===== config.mk =====
export PLATFORM = sky130hd
export DESIGN_NAME = seat_zone_classifier_vote_filter
export DESIGN_NICKNAME = d
export VERILOG_FILES = /design/src/design/szcvf_pkg.sv /design/src/design/szcvf_classify.sv /design/src/design/szcvf_tally.sv /design/src/design/seat_zone_classifier_vote_filter.sv
export VERILOG_INCLUDE_DIRS = /design/src /design/src/design
export SDC_FILE = /design/constraint.sdc
export NUM_CORES = 1
export LEC_CHECK = 0
export BUFFER_PORTS_ARGS = -buffer_cell sky130_fd_sc_hd__buf_2
export CORE_MARGIN = 2
export CORE_UTILIZATION = 39
export DETAILED_ROUTE_END_ITERATION = 10
export GPL_ROUTABILITY_DRIVEN = 0
export HOLD_SLACK_MARGIN = 0.12
export PLACE_DENSITY = 0.54
export RECOVER_POWER = 50
export SETUP_SLACK_MARGIN = 0.15
export SYNTH_ARGS = -nofsm -noshare
export SYNTH_HDL_FRONTEND = slang
export SYNTH_SLANG_ARGS = --single-unit

===== constraint.sdc =====
create_clock -name aclk -period 14.3 [get_ports aclk]
set_input_delay 0.715 -clock aclk [delete_from_list [all_inputs] [get_ports aclk]]
set_output_delay 0.715 -clock aclk [all_outputs]
set_load 0.05 [all_outputs]

===== src/design/seat_zone_classifier_vote_filter_defines.svh =====
// ----------------------------------------------------------------------------
// Seat zone classifier vote filter: assertion macros
// Check macros used by the block's top-level RTL file, clocked on aclk.
// ----------------------------------------------------------------------------
`ifndef SEAT_ZONE_CLASSIFIER_VOTE_FILTER_DEFINES_SVH
`define SEAT_ZONE_CLASSIFIER_VOTE_FILTER_DEFINES_SVH

// Check that holds outside reset.
`define SZCVF_CHECK(name, prop) \
    name: assert property (@(posedge aclk) disable iff (!aresetn) prop) \
        else $error("szcvf check failed");

// Check that also covers the reset cycles.
`define SZCVF_CHECK_RST(name, prop) \
    name: assert property (@(posedge aclk) prop) \
        else $error("szcvf reset check failed");

`endif


===== src/design/szcvf_pkg.sv =====
// ----------------------------------------------------------------------------
// szcvf_pkg
// Types, zone codes and the rectangle table of the seat zone classifier.
// ----------------------------------------------------------------------------
`default_nettype none

package szcvf_pkg;

    localparam int ZONE_W     = 4;
    localparam int ZONE_COUNT = 16;
    localparam int TALLY_W    = 7;
    localparam int RECT_COUNT = 13;
    localparam int POS_W      = 16;

    localparam logic [ZONE_W-1:0]  ZONE_FINDING = 4'd2;
    localparam logic [ZONE_W-1:0]  ZONE_FIRST   = 4'd3;
    localparam logic [TALLY_W-1:0] VOTE_MIN     = 7'd2;

    // user_mode codes
    localparam logic [1:0] MODE_IN_CAR  = 2'd0;
    localparam logic [1:0] MODE_OUT_CAR = 2'd1;

    // strongest_node codes that force an in-car zone
    localparam logic [2:0] NODE_DRIVER    = 3'd1;
    localparam logic [2:0] NODE_PASSENGER = 3'd2;
    localparam logic [2:0] NODE_BACK_L    = 3'd3;
    localparam logic [2:0] NODE_BACK_R    = 3'd4;

    localparam logic [ZONE_W-1:0] ZONE_DRIVER    = 4'd3;
    localparam logic [ZONE_W-1:0] ZONE_PASSENGER = 4'd4;
    localparam logic [ZONE_W-1:0] ZONE_BACK_L    = 4'd5;
    localparam logic [ZONE_W-1:0] ZONE_BACK_R    = 4'd7;

    // First and last table entries of each mode's range
    localparam int IN_CAR_FIRST  = 0;
    localparam int IN_CAR_LAST   = 4;
    localparam int OUT_CAR_FIRST = 5;
    localparam int OUT_CAR_LAST  = 12;

    // Q8.8 thresholds
    localparam logic signed [POS_W-1:0] Q_M20   = -16'sd5120;
    localparam logic signed [POS_W-1:0] Q_P20   = 16'sd5120;
    localparam logic signed [POS_W-1:0] Q_P0_4  = 16'sd102;
    localparam logic signed [POS_W-1:0] Q_P0_7  = 16'sd179;
    localparam logic signed [POS_W-1:0] Q_M1_0  = -16'sd256;
    localparam logic signed [POS_W-1:0] Q_P3_0  = 16'sd768;
    localparam logic signed [POS_W-1:0] Q_M0_5  = -16'sd128;
    localparam logic signed [POS_W-1:0] Q_P2_0  = 16'sd512;

    typedef struct packed {
        logic signed [POS_W-1:0] xlo;
        logic signed [POS_W-1:0] xhi;
        logic signed [POS_W-1:0] ylo;
        logic signed [POS_W-1:0] yhi;
    } rect_t;

    // Half-open rectangles, entry i is zone i + 3
    localparam rect_t RECT_TAB [RECT_COUNT] = '{
        '{Q_M20,  Q_P0_4, Q_M20,  Q_P0_7},
        '{Q_M20,  Q_P0_4, Q_P0_7, Q_P20 },
        '{Q_P0_4, Q_P20,  Q_M20,  Q_P0_4},
        '{Q_P0_4, Q_P20,  Q_P0_4, Q_P0_7},
        '{Q_P0_4, Q_P20,  Q_P0_7, Q_P20 },
        '{Q_M1_0, Q_P3_0, Q_M20,  Q_P0_7},
        '{Q_M1_0, Q_P3_0, Q_P0_7, Q_P20 },
        '{Q_M20,  Q_P0_7, Q_M0_5, Q_P2_0},
        '{Q_P0_7, Q_P20,  Q_M0_5, Q_P2_0},
        '{Q_M20,  Q_M1_0, Q_M20,  Q_M0_5},
        '{Q_P3_0, Q_P20,  Q_M20,  Q_M0_5},
        '{Q_M20,  Q_M1_0, Q_P2_0, Q_P20 },
        '{Q_P3_0, Q_P20,  Q_P2_0, Q_P20 }
    };

    // Tally update request from the window stage
    typedef struct packed {
        logic              valid;
        logic [ZONE_W-1:0] zone;
        logic              evict;
        logic [ZONE_W-1:0] old_zone;
    } tally_upd_t;

endpackage

`default_nettype wire


===== src/design/szcvf_classify.sv =====
// ----------------------------------------------------------------------------
// szcvf_classify
// Maps one position estimate to its zone by first-match rectangle lookup.
// ----------------------------------------------------------------------------
`default_nettype none

module szcvf_classify (
    input  wire logic signed [szcvf_pkg::POS_W-1:0]  x_pos,
    input  wire logic signed [szcvf_pkg::POS_W-1:0]  y_pos,
    input  wire logic        [1:0]                   user_mode,
    input  wire logic        [2:0]                   strongest_node,
    output logic             [szcvf_pkg::ZONE_W-1:0] zone
);

    logic [szcvf_pkg::RECT_COUNT-1:0] hit;
    logic [szcvf_pkg::ZONE_W-1:0]     zone_in;
    logic [szcvf_pkg::ZONE_W-1:0]     zone_out;

    always_comb begin
        for (int i = 0; i < szcvf_pkg::RECT_COUNT; i++) begin
            hit[i] = (x_pos >= szcvf_pkg::RECT_TAB[i].xlo) &&
                     (x_pos <  szcvf_pkg::RECT_TAB[i].xhi) &&
                     (y_pos >= szcvf_pkg::RECT_TAB[i].ylo) &&
                     (y_pos <  szcvf_pkg::RECT_TAB[i].yhi);
        end
    end

    // Scan from the back so the lowest matching entry wins
    always_comb begin
        zone_in = szcvf_pkg::ZONE_FINDING;
        for (int i = szcvf_pkg::IN_CAR_LAST; i >= szcvf_pkg::IN_CAR_FIRST; i--) begin
            if (hit[i]) begin
                zone_in = szcvf_pkg::ZONE_FIRST + 4'(i);
            end
        end
        unique case (strongest_node)
            szcvf_pkg::NODE_DRIVER:    zone_in = szcvf_pkg::ZONE_DRIVER;
            szcvf_pkg::NODE_PASSENGER: zone_in = szcvf_pkg::ZONE_PASSENGER;
            szcvf_pkg::NODE_BACK_L:    zone_in = szcvf_pkg::ZONE_BACK_L;
            szcvf_pkg::NODE_BACK_R:    zone_in = szcvf_pkg::ZONE_BACK_R;
            default: ;
        endcase
    end

    always_comb begin
        zone_out = szcvf_pkg::ZONE_FINDING;
        for (int i = szcvf_pkg::OUT_CAR_LAST; i >= szcvf_pkg::OUT_CAR_FIRST; i--) begin
            if (hit[i]) begin
                zone_out = szcvf_pkg::ZONE_FIRST + 4'(i);
            end
        end
    end

    always_comb begin
        zone = szcvf_pkg::ZONE_FINDING;
        if (x_pos != '0 || y_pos != '0) begin
            unique case (user_mode)
                szcvf_pkg::MODE_IN_CAR:  zone = zone_in;
                szcvf_pkg::MODE_OUT_CAR: zone = zone_out;
                default:                 zone = szcvf_pkg::ZONE_FINDING;
            endcase
        end
    end

endmodule

`default_nettype wire


===== src/design/szcvf_tally.sv =====
// ----------------------------------------------------------------------------
// szcvf_tally
// Per-zone vote counters with an incremental update and an argmax tree.
// ----------------------------------------------------------------------------
`default_nettype none

module szcvf_tally (
    input  wire logic                                aclk,
    input  wire logic                                aresetn,
    input  wire szcvf_pkg::tally_upd_t               upd,
    output logic [szcvf_pkg::ZONE_W-1:0]             best_zone,
    output logic [szcvf_pkg::TALLY_W-1:0]            best_votes
);

    localparam int TW = szcvf_pkg::TALLY_W;
    localparam int ZW = szcvf_pkg::ZONE_W;
    localparam int ZN = szcvf_pkg::ZONE_COUNT;

    logic [TW-1:0] tally_reg  [ZN];
    logic [TW-1:0] tally_next [ZN];

    logic [TW-1:0] v1 [8];
    logic [ZW-1:0] z1 [8];
    logic [TW-1:0] v2 [4];
    logic [ZW-1:0] z2 [4];
    logic [TW-1:0] v3 [2];
    logic [ZW-1:0] z3 [2];

    always_comb begin
        for (int i = 0; i < ZN; i++) begin
            logic inc;
            logic dec;
            inc = upd.valid && (upd.zone == ZW'(i));
            dec = upd.valid && upd.evict && (upd.old_zone == ZW'(i)) &&
                  (tally_reg[i] != '0);
            tally_next[i] = tally_reg[i] + {{(TW-1){1'b0}}, inc}
                                         - {{(TW-1){1'b0}}, dec};
        end
    end

    always_ff @(posedge aclk) begin
        if (!aresetn) begin
            for (int i = 0; i < ZN; i++) begin
                tally_reg[i] <= '0;
            end
        end else begin
            for (int i = 0; i < ZN; i++) begin
                tally_reg[i] <= tally_next[i];
            end
        end
    end

    // Argmax over the updated counts; the lower id keeps ties
    always_comb begin
        for (int i = 0; i < 8; i++) begin
            if (tally_next[2*i+1] > tally_next[2*i]) begin
                v1[i] = tally_next[2*i+1];
                z1[i] = ZW'(2*i+1);
            end else begin
                v1[i] = tally_next[2*i];
                z1[i] = ZW'(2*i);
            end
        end
        for (int i = 0; i < 4; i++) begin
            if (v1[2*i+1] > v1[2*i]) begin
                v2[i] = v1[2*i+1];
                z2[i] = z1[2*i+1];
            end else begin
                v2[i] = v1[2*i];
                z2[i] = z1[2*i];
            end
        end
        for (int i = 0; i < 2; i++) begin
            if (v2[2*i+1] > v2[2*i]) begin
                v3[i] = v2[2*i+1];
                z3[i] = z2[2*i+1];
            end else begin
                v3[i] = v2[2*i];
                z3[i] = z2[2*i];
            end
        end
        if (v3[1] > v3[0]) begin
            best_votes = v3[1];
            best_zone  = z3[1];
        end else begin
            best_votes = v3[0];
            best_zone  = z3[0];
        end
    end

endmodule

`default_nettype wire


===== src/design/seat_zone_classifier_vote_filter.sv =====
// ----------------------------------------------------------------------------
// seat_zone_classifier_vote_filter
// Classifies position estimates into seat zones and filters the zone over a
// window of recent requests by majority vote.
//
//   channel | dir | tdata (low bit up)                    | tuser
//   s_      | in  | x_pos[15:0] y_pos[15:0] strongest_node | user_mode
//   m_      | out | position_id zone_now winner_votes      | -
//
// One request per cycle while m_ is not stalled; an accepted request is held in
// the a stage (window memory read at accept), then the tally update and argmax
// load the output register as it advances. The window memory has a registered
// read; a request reads its slot at accept and writes its zone there one stage
// later, so a read and a write in the same cycle hit different slots when WINDOW_DEPTH > 1.
// Reset clears counters and pointers; no clearing pass.
// A stalled m_ side holds the output register and backs up one request.
// ----------------------------------------------------------------------------
`default_nettype none

`include "seat_zone_classifier_vote_filter_defines.svh"

module seat_zone_classifier_vote_filter #(
    parameter int WINDOW_DEPTH = 8
) (
    input  wire logic        aclk,
    input  wire logic        aresetn,
    input  wire logic        s_tvalid,
    output logic             s_tready,
    input  wire logic [39:0] s_tdata,   // x_pos[15:0], y_pos[31:16], strongest_node[34:32]
    input  wire logic [1:0]  s_tuser,   // user_mode[1:0]
    output logic             m_tvalid,
    input  wire logic        m_tready,
    output logic [15:0]      m_tdata    // position_id[3:0], zone_now[7:4], winner_votes[14:8]
);

    localparam int ZW    = szcvf_pkg::ZONE_W;
    localparam int TW    = szcvf_pkg::TALLY_W;
    localparam int IDX_W = (WINDOW_DEPTH > 1) ? $clog2(WINDOW_DEPTH) : 1;
    localparam int CNT_W = $clog2(WINDOW_DEPTH + 1);

    localparam logic [IDX_W-1:0] IDX_LAST = IDX_W'(WINDOW_DEPTH - 1);
    localparam logic [CNT_W-1:0] CNT_FULL = CNT_W'(WINDOW_DEPTH);

    logic [ZW-1:0] win_mem [WINDOW_DEPTH];
    logic [ZW-1:0] rd_data_reg;

    logic              accept_s;
    logic              advance_b;
    logic              full;
    logic [ZW-1:0]     zone_s;

    logic [IDX_W-1:0]  head_reg,    head_next;
    logic [CNT_W-1:0]  count_reg,   count_next;
    logic              a_valid_reg, a_valid_next;
    logic              m_valid_reg, m_valid_next;
    logic [ZW-1:0]     a_zone_reg;
    logic [IDX_W-1:0]  a_idx_reg;
    logic              a_evict_reg;

    logic [ZW-1:0]     pos_reg;
    logic [ZW-1:0]     zone_now_reg;
    logic [TW-1:0]     votes_reg;

    szcvf_pkg::tally_upd_t upd;
    logic [ZW-1:0]     best_zone;
    logic [TW-1:0]     best_votes;

    szcvf_classify u_classify (
        .x_pos          ($signed(s_tdata[15:0])),
        .y_pos          ($signed(s_tdata[31:16])),
        .user_mode      (s_tuser),
        .strongest_node (s_tdata[34:32]),
        .zone           (zone_s)
    );

    assign advance_b = a_valid_reg && (!m_valid_reg || m_tready);
    assign s_tready  = !a_valid_reg || advance_b;
    assign accept_s  = s_tvalid && s_tready;
    assign full      = (count_reg == CNT_FULL);

    always_comb begin
        head_next    = head_reg;
        count_next   = count_reg;
        a_valid_next = a_valid_reg;
        m_valid_next = m_valid_reg;
        if (accept_s) begin
            head_next = (head_reg == IDX_LAST) ? '0 : head_reg + 1'b1;
            if (!full) begin
                count_next = count_reg + 1'b1;
            end
        end
        if (accept_s) begin
            a_valid_next = 1'b1;
        end else if (advance_b) begin
            a_valid_next = 1'b0;
        end
        if (advance_b) begin
            m_valid_next = 1'b1;
        end else if (m_tready) begin
            m_valid_next = 1'b0;
        end
    end

    always_ff @(posedge aclk) begin
        if (!aresetn) begin
            head_reg    <= '0;
            count_reg   <= '0;
            a_valid_reg <= 1'b0;
            m_valid_reg <= 1'b0;
        end else begin
            head_reg    <= head_next;
            count_reg   <= count_next;
            a_valid_reg <= a_valid_next;
            m_valid_reg <= m_valid_next;
        end
    end

    // Read the entry to evict at accept; write the new zone one stage later.
    // The write address trails the read address by one slot, so with WINDOW_DEPTH > 1 they never collide.
    always_ff @(posedge aclk) begin
        if (accept_s) begin
            rd_data_reg <= win_mem[head_reg];
        end
        if (advance_b) begin
            win_mem[a_idx_reg] <= a_zone_reg;
        end
    end

    always_ff @(posedge aclk) begin
        if (accept_s) begin
            a_zone_reg  <= zone_s;
            a_idx_reg   <= head_reg;
            a_evict_reg <= full;
        end
    end

    always_comb begin
        upd.valid    = advance_b;
        upd.zone     = a_zone_reg;
        upd.evict    = a_evict_reg;
        upd.old_zone = rd_data_reg;
    end

    szcvf_tally u_tally (
        .aclk       (aclk),
        .aresetn    (aresetn),
        .upd        (upd),
        .best_zone  (best_zone),
        .best_votes (best_votes)
    );

    always_ff @(posedge aclk) begin
        if (advance_b) begin
            pos_reg      <= (best_votes < szcvf_pkg::VOTE_MIN) ? szcvf_pkg::ZONE_FINDING
                                                               : best_zone;
            zone_now_reg <= a_zone_reg;
            votes_reg    <= best_votes;
        end
    end

    assign m_tvalid = m_valid_reg;
    assign m_tdata  = {1'b0, votes_reg, zone_now_reg, pos_reg};

    `SZCVF_CHECK(fill_in_range, count_reg <= CNT_FULL)
    `SZCVF_CHECK(head_in_range, head_reg <= IDX_LAST)
    `SZCVF_CHECK(stall_blocks_input, (a_valid_reg && m_valid_reg && !m_tready) |-> !s_tready)
    `SZCVF_CHECK_RST(reset_empties_pipe, !aresetn |=> (!a_valid_reg && !m_valid_reg))

endmodule

`default_nettype wire


After elaboration in Yosys (flattened, before gate mapping). Memories as Yosys holds them, arrays and structs flattened. A register that Yosys moved wholly into a read port is not among the register bits. Cells that the tools add are included.

Flip-flop bits (word level): 32. Bits in writable memories: 144. Bits of input ports: 46. Output and inout bits: 18. Memories kept: 2.

Add/sub/neg operators: 34. Magnitude comparators: 36. Equality and inequality tests: 37. Muxes and demuxes: 70. Bitwise operators: 17. Reductions and logical operators: 113.

Memory list: u_tally.tally_reg (words 16, width 7, rd ports 16, clocked after Yosys merged registers in 0, wr ports 16, RTL line szcvf_tally.sv:19) `logic [TW-1:0] tally_reg [ZN];`; win_mem (words 8, width 4, rd ports 1, clocked after Yosys merged registers in 1, wr ports 1, RTL line seat_zone_classifier_vote_filter.sv:44) `logic [ZW-1:0] win_mem [WINDOW_DEPTH];`.

Operators with widths (count): two-way mux 7 bit (31); adder 7 x 1 -> 7 bit (16); nonzero test 7 bit (16); subtractor 7 x 1 -> 7 bit (16); greater-than comparator 7 bit (15); logical AND 1 bit (84); == test 4 bit (second input constant) (17); greater-or-equal comparator 16 x 8 -> 1 bit (second input constant) (3); greater-or-equal comparator 16 x 9 -> 1 bit (second input constant) (3); < comparator 16 x 8 -> 1 bit (second input constant) (3); < comparator 16 x 9 -> 1 bit (second input constant) (3); two-way mux 4 bit (9); == test 4 x 3 -> 1 bit (second input constant) (8); greater-or-equal comparator 16 x 11 -> 1 bit (second input constant) (2); greater-or-equal comparator 16 x 14 -> 1 bit (second input constant) (2); < comparator 16 x 11 -> 1 bit (second input constant) (2); < comparator 16 x 14 -> 1 bit (second input constant) (2); nonzero test 16 bit (2); two-way mux 3 bit (8); == test 4 x 2 -> 1 bit (second input constant) (4); two-way mux 1 bit (16); OR 1 bit (16); case mux 3 bit (4 select lines) (1); == test 4 x 1 -> 1 bit (second input constant) (2); 16 further kinds (26).

Logic depth before layout (Yosys ltp).
Word-level depth: 16. Gate-level depth with buffers: 55. Mapped depth without buffers: 52.

Hierarchy. From an unflattened synthesis, not the netlist that was laid out.

Cells, all modules: 1780. Area, all modules: 16191.8 um^2.

Modules (own cells, without submodules): szcvf_tally (instances 1, cells an instance 1550, area each 13015.0 um^2, sequential area each 2242.2 um^2); seat_zone_classifier_vote_filter (instances 1, cells an instance 148, area each 2606.2 um^2, sequential area each 1951.9 um^2); szcvf_classify (instances 1, cells an instance 82, area each 570.5 um^2, sequential area each 0.0 um^2).

Worst setup path after synthesis. OpenSTA, ideal clock, no wires.

Kind: input to register. Start point: input port m_tready. End point: register pos_reg[3], data pin. Arrival time: 11004 ps. Path slack: 3025 ps. Stages: 53. Path through: nor2b_1 -> nand2b_1 -> clkbuf_1 -> inv_1 -> nand4b_1 -> a211oi_1 -> ha_1 -> inv_1 -> ha_1 -> fa_1 -> and3b_1 -> o31ai_2 -> a21oi_1 -> nor2_1 -> xnor2_1 -> ha_1 -> inv_1 -> a2111oi_0 -> (+17 left out) -> o211ai_1 -> o21a_1 -> clkbuf_1 -> nand2_1 -> o32a_1 -> o21a_1 -> ha_1 -> nor2b_1 -> o21ai_0 -> a21oi_1 -> or3_1 -> o21ai_1 -> clkbuf_1 -> nor3_1 -> o2bb2ai_1 -> a2111o_1 -> nor4_4 -> a21oi_1.

Word-level cells in the longest chain between the ends: 15. Elaborated cells on any way between the ends: 115.

RTL lines: from (decl) (RTL line seat_zone_classifier_vote_filter.sv:32) `input wire logic m_tready,`; logical OR 1 bit * (RTL line seat_zone_classifier_vote_filter.sv:76) `assign advance_b = a_valid_reg && (!m_valid_reg || m_tready);`; logical AND 1 bit * (RTL line seat_zone_classifier_vote_filter.sv:76); named net advance_b (RTL line seat_zone_classifier_vote_filter.sv:48) `logic advance_b;`; parallel branches: the longest is 11 deep, another holds adder 7 x 1 -> 7 bit; two-way mux 7 bit * (RTL line szcvf_tally.sv:82) `if (v3[1] > v3[0]) begin`; named net best_votes[3] (RTL line seat_zone_classifier_vote_filter.sv:66) `logic [TW-1:0] best_votes;`; < comparator 7 x 2 -> 1 bit * (RTL line seat_zone_classifier_vote_filter.sv:154) `pos_reg <= (best_votes < szcvf_pkg::VOTE_MIN) ? szcvf_pkg::ZONE_FINDING`; to (signal assigned) (RTL line seat_zone_classifier_vote_filter.sv:154); to (decl) (RTL line seat_zone_classifier_vote_filter.sv:60) `logic [ZW-1:0] pos_reg;`.

Mark *: on every way through the listed nets, which the timed path passes. A chain may end at the register's enable or synchronous reset.

Worst setup path in the final report.
Start point: register m_valid_reg (netlist: m_tvalid). End point: register pos_reg[0], data pin.

Word-level cells in the longest chain between the ends: 16. Elaborated cells on any way between the ends: 130.

RTL lines: from (decl) (RTL line seat_zone_classifier_vote_filter.sv:55) `logic m_valid_reg, m_valid_next;`; from (signal assigned) (RTL line seat_zone_classifier_vote_filter.sv:114) `m_valid_reg <= m_valid_next;`; zero test 1 bit * (RTL line seat_zone_classifier_vote_filter.sv:76); logical OR 1 bit * (RTL line seat_zone_classifier_vote_filter.sv:76); logical AND 1 bit * (RTL line seat_zone_classifier_vote_filter.sv:76); named net advance_b (RTL line seat_zone_classifier_vote_filter.sv:48); parallel branches: the longest is 11 deep, another holds adder 7 x 1 -> 7 bit; two-way mux 7 bit * (RTL line szcvf_tally.sv:82); named net best_votes[3] (RTL line seat_zone_classifier_vote_filter.sv:66); < comparator 7 x 2 -> 1 bit * (RTL line seat_zone_classifier_vote_filter.sv:154).

Marks and branches as above.

==> impl_results.md <==
* Result of the run: finished, violations left
* Violated checks: capacitance limit, slew limit
* Logic depth of the worst setup path including buffers at 50
* Starting utilization of the core area at 39.7%
* Layout cell share with drive strength beyond 1 at 8.07%
* Mux cell area share after synthesis at 5.38%
* Synth unique cells at 106
* I/O pin count at 64
* Worst Path Required at 14530 ps
* Minimum clock period at 12890 ps
* Clock-pin transition on the worst setup and hold timing paths at 80 ps
* Chip Height at 205 um
* Gr usage total at 19.4%
* Flop and latch count out of synthesis at 180
* Filler instances at 3970
* Dominant cell type by count on the critical path: sky130_fd_sc_hd__ha_1
* Slowest library cell on the worst path: sky130_fd_sc_hd__o21bai_1
* Number of enable flip-flop cells after synthesis at 59
* Sequential cell area at 4190 sq um
* H-tree depth reported by CTS at 4
* Via count at 12600
* Most common cell after layout, fill and taps aside: sky130_fd_sc_hd__ha_1
* Wirelength per Cell at 16.7 um
* Worst Reg2Reg Path Length in Cells at 50
* Core footprint at 39800 sq um
* Highest attainable clock frequency at 77.6 MHz
* Width of the die at 205 um
* Floorplan die area at 42100 sq um
* Number of diodes added for antenna fixing at 0
* Synthesis-to-layout area growth at 9.43%
* Syn Area/Cell at 8.89 sq um
* Gate Count Post-Synth at 1778
* First-pass GRT wire length at 63500 um
* Maximum number of pins on one net before global-route repair at 47
* Antenna violations before repair at 0
* Sink count of the clock tree at 180
* Critical setup path kind: flip-flop to flip-flop
* Setup Buffers After CTS at 0
* Maximum root-to-sink buffer count at 2
* Total detailed-routing wirelength at 39500 um
* Number of global-route vias before repair at 12400
* Pin slew with the least headroom to its limit at 2640 ps
* Number of detailed-route iterations in the first pass at 5
* Most frequent cells in the layout: 238 x sky130_fd_sc_hd__ha_1, 227 x sky130_fd_sc_hd__inv_1, 174 x sky130_fd_sc_hd__nor2_1
* Number of flip-flops in the largest register at 112
* Routed vias/inst at 5.32
* Most frequently used flop master after synthesis: sky130_fd_sc_hd__dfxtp_1
* Max-slew headroom at the worst pin at -75.9%
* Cell area after synthesis at 15800 sq um
* Crit. End Element: flip-flop
* Final Hold Vio Count at 0
* Delay of the slowest critical-path stage at 570 ps
* Count of hold buffers inserted by post-cts repair at 0
* Final worst-path cycle share at 90.1%
* Worst clock skew at 16.1 ps
* Post-cts sizing count at 0
* Number of port buffers at 57
* Adder-cell share of the synthesized area at 21.4%
* Buffers & Inverters on Critical Path at 7
* Async set-reset flop share out of synthesis at 0%
* MaxCap Viol Count at 3
* CTS buffer count at 17
* Area share of and/or/nand/nor cells after synthesis at 18.2%
* Max Transition Viols Final at 126
* Final ANT Viol Nets at 0
* Worst endpoint data arrival time at 13120 ps
* Worst hold path depth at 3
* Net count after synthesis at 2078
* Count of final setup violators at 0
* DRC marker count from the first detailed-route iteration at 756
* Hold/Removal Path Class: primary input to flip-flop
* Count of unresolved DRC violations after routing at 0
* Layout net count at 2134
* Number of standard-cell rows in the floorplan at 73
* Unrepaired setup endpoints after global routing: no
* CTS tree: done
* Startpoint type of the worst setup path: flip-flop
* Clock latency on the worst-skew pair at 500 ps
* Remaining global-route overflow at 0
* HPWL reported at the end of detailed placement at 30900 um
* Post-Route Utilization at 43.4%
* Post-synthesis sequential area ratio at 26.5%
* Dominant combinational cell family by area after synthesis: adder cells
* Post-Synth XOR/XNOR Area at 5.02%
* Dominant delay contributor by cell family on the critical path: compound AO/OA/AOI/OAI gates
* Multi-input combinational cell area at 10600 sq um
* Warnings from Yosys at 0
* Largest fanout on the critical path at 15
* Root buf cell: sky130_fd_sc_hd__clkbuf_16
* Fin Setup TNS at 0 ps
* Complex-gate fraction of the synthesized area at 17.3%
-- stage by stage --
step | setup slack [ps] | area, sq um | instances | hold WS [ps]
floorplan | 3030 | 15800 | 1778 | 432
global placement | 1280 | 16700 | 2340 | 472
detailed placement | 1200 | 16700 | 2340 | 481
CTS | 1530 | 17300 | 2372 | 405
global route | 631 | 17300 | 2372 | 431
finish | 1410 | 17300 | 2372 | 454
-- worst reg2reg max path, delay by kind of cell, from the launching register on --
| family | cells | cell delay [ps] |
|---|---|---|
| and+or+nand+nor | 14 | 3470 |
| muxes | 2 | 930 |
| adders and majority gates | 7 | 1990 |
| xor gates and xnor gates | 1 | 210 |
| DFF | 1 | 310 |
| AOI/OAI and AO/OA | 19 | 4410 |
| buffers and inverters | 7 | 1310 |
-- metal layers --
metal | share of wire (%) | wire (um) | global-route usage, % | vias up
li1 | - | - | - | 6472
met2 | 46 | 18000 | 31.6 | 170
met4 | 2.7 | 1060 | 7.58 | 0
met1 | 49 | 19200 | 25.6 | 5921
met5 | 0 | 0 | 0 | -
met3 | 3.2 | 1250 | 3.48 | 57
-- final timing paths --
path / from / endpoint / slack, ps
worst max-delay path: m_tvalid / pos_reg[0] / 1410
worst min-delay path: s_tvalid / a_valid_reg / 450
worst max register to register: m_tvalid / pos_reg[0] / 1410
worst min register to register: count_reg[3] / count_reg[3] / 490
-- Yosys cell counts, drive strengths merged, types with 10 or more instances --
cell type  count  share of area, %
fa            16               2.0
o21bai        22               1.1
mux2i         45               2.9
clkbuf        25              0.59
o211ai        20              0.95
nor3          24              0.79
o21ai         49               1.6
nor3b         10              0.48
nand2b        22              0.87
nand4         16              0.63
nor2b         35               1.4
a31oi         11              0.44
o21a          14              0.67
ha           238                19
nor2         174               4.1
xor2          28               1.6
and3b         11              0.61
or4           10              0.52
xnor2         60               3.4
nor4b         12              0.67
nor4          17              0.96
nand2         70               1.7
nand3         23              0.73
a211oi        31               1.6
or3           12              0.48
and3          12              0.48
mux2          18               1.3
and2          39               1.6
inv          227               5.4
a21oi        101               3.2
edfxtp        59                11
dfxtp        121                15
o31ai         12              0.67
a21o          35               1.7
nand3b        12              0.57
-- cells by family (layout without fill, tap and decap cells) --
group | after synthesis | after routing
xor+xnor | 88 | 88
other cells | 1 | 1
fa+ha+maj | 263 | 263
compound gates | 389 | 389
buf+inv | 257 | 326
simple gates | 529 | 529
mux | 71 | 71
flops | 180 | 180
-- area by class of cell --
| type | count | area share (%) |
|---|---|---|
| Multi-Input combinational cell | 1341 | 61.5 |
| Sequential cell | 180 | 24.3 |
| Inverter | 228 | 4.95 |
| Tap cell | 525 | 3.80 |
| Clock buffer | 17 | 2.46 |
| Timing Repair Buffer | 66 | 1.82 |
| Clock inverter | 15 | 1.18 |
Power is not shown: default switching activity piles up to over one toggle a cycle in this logic, so the estimate is an artifact.
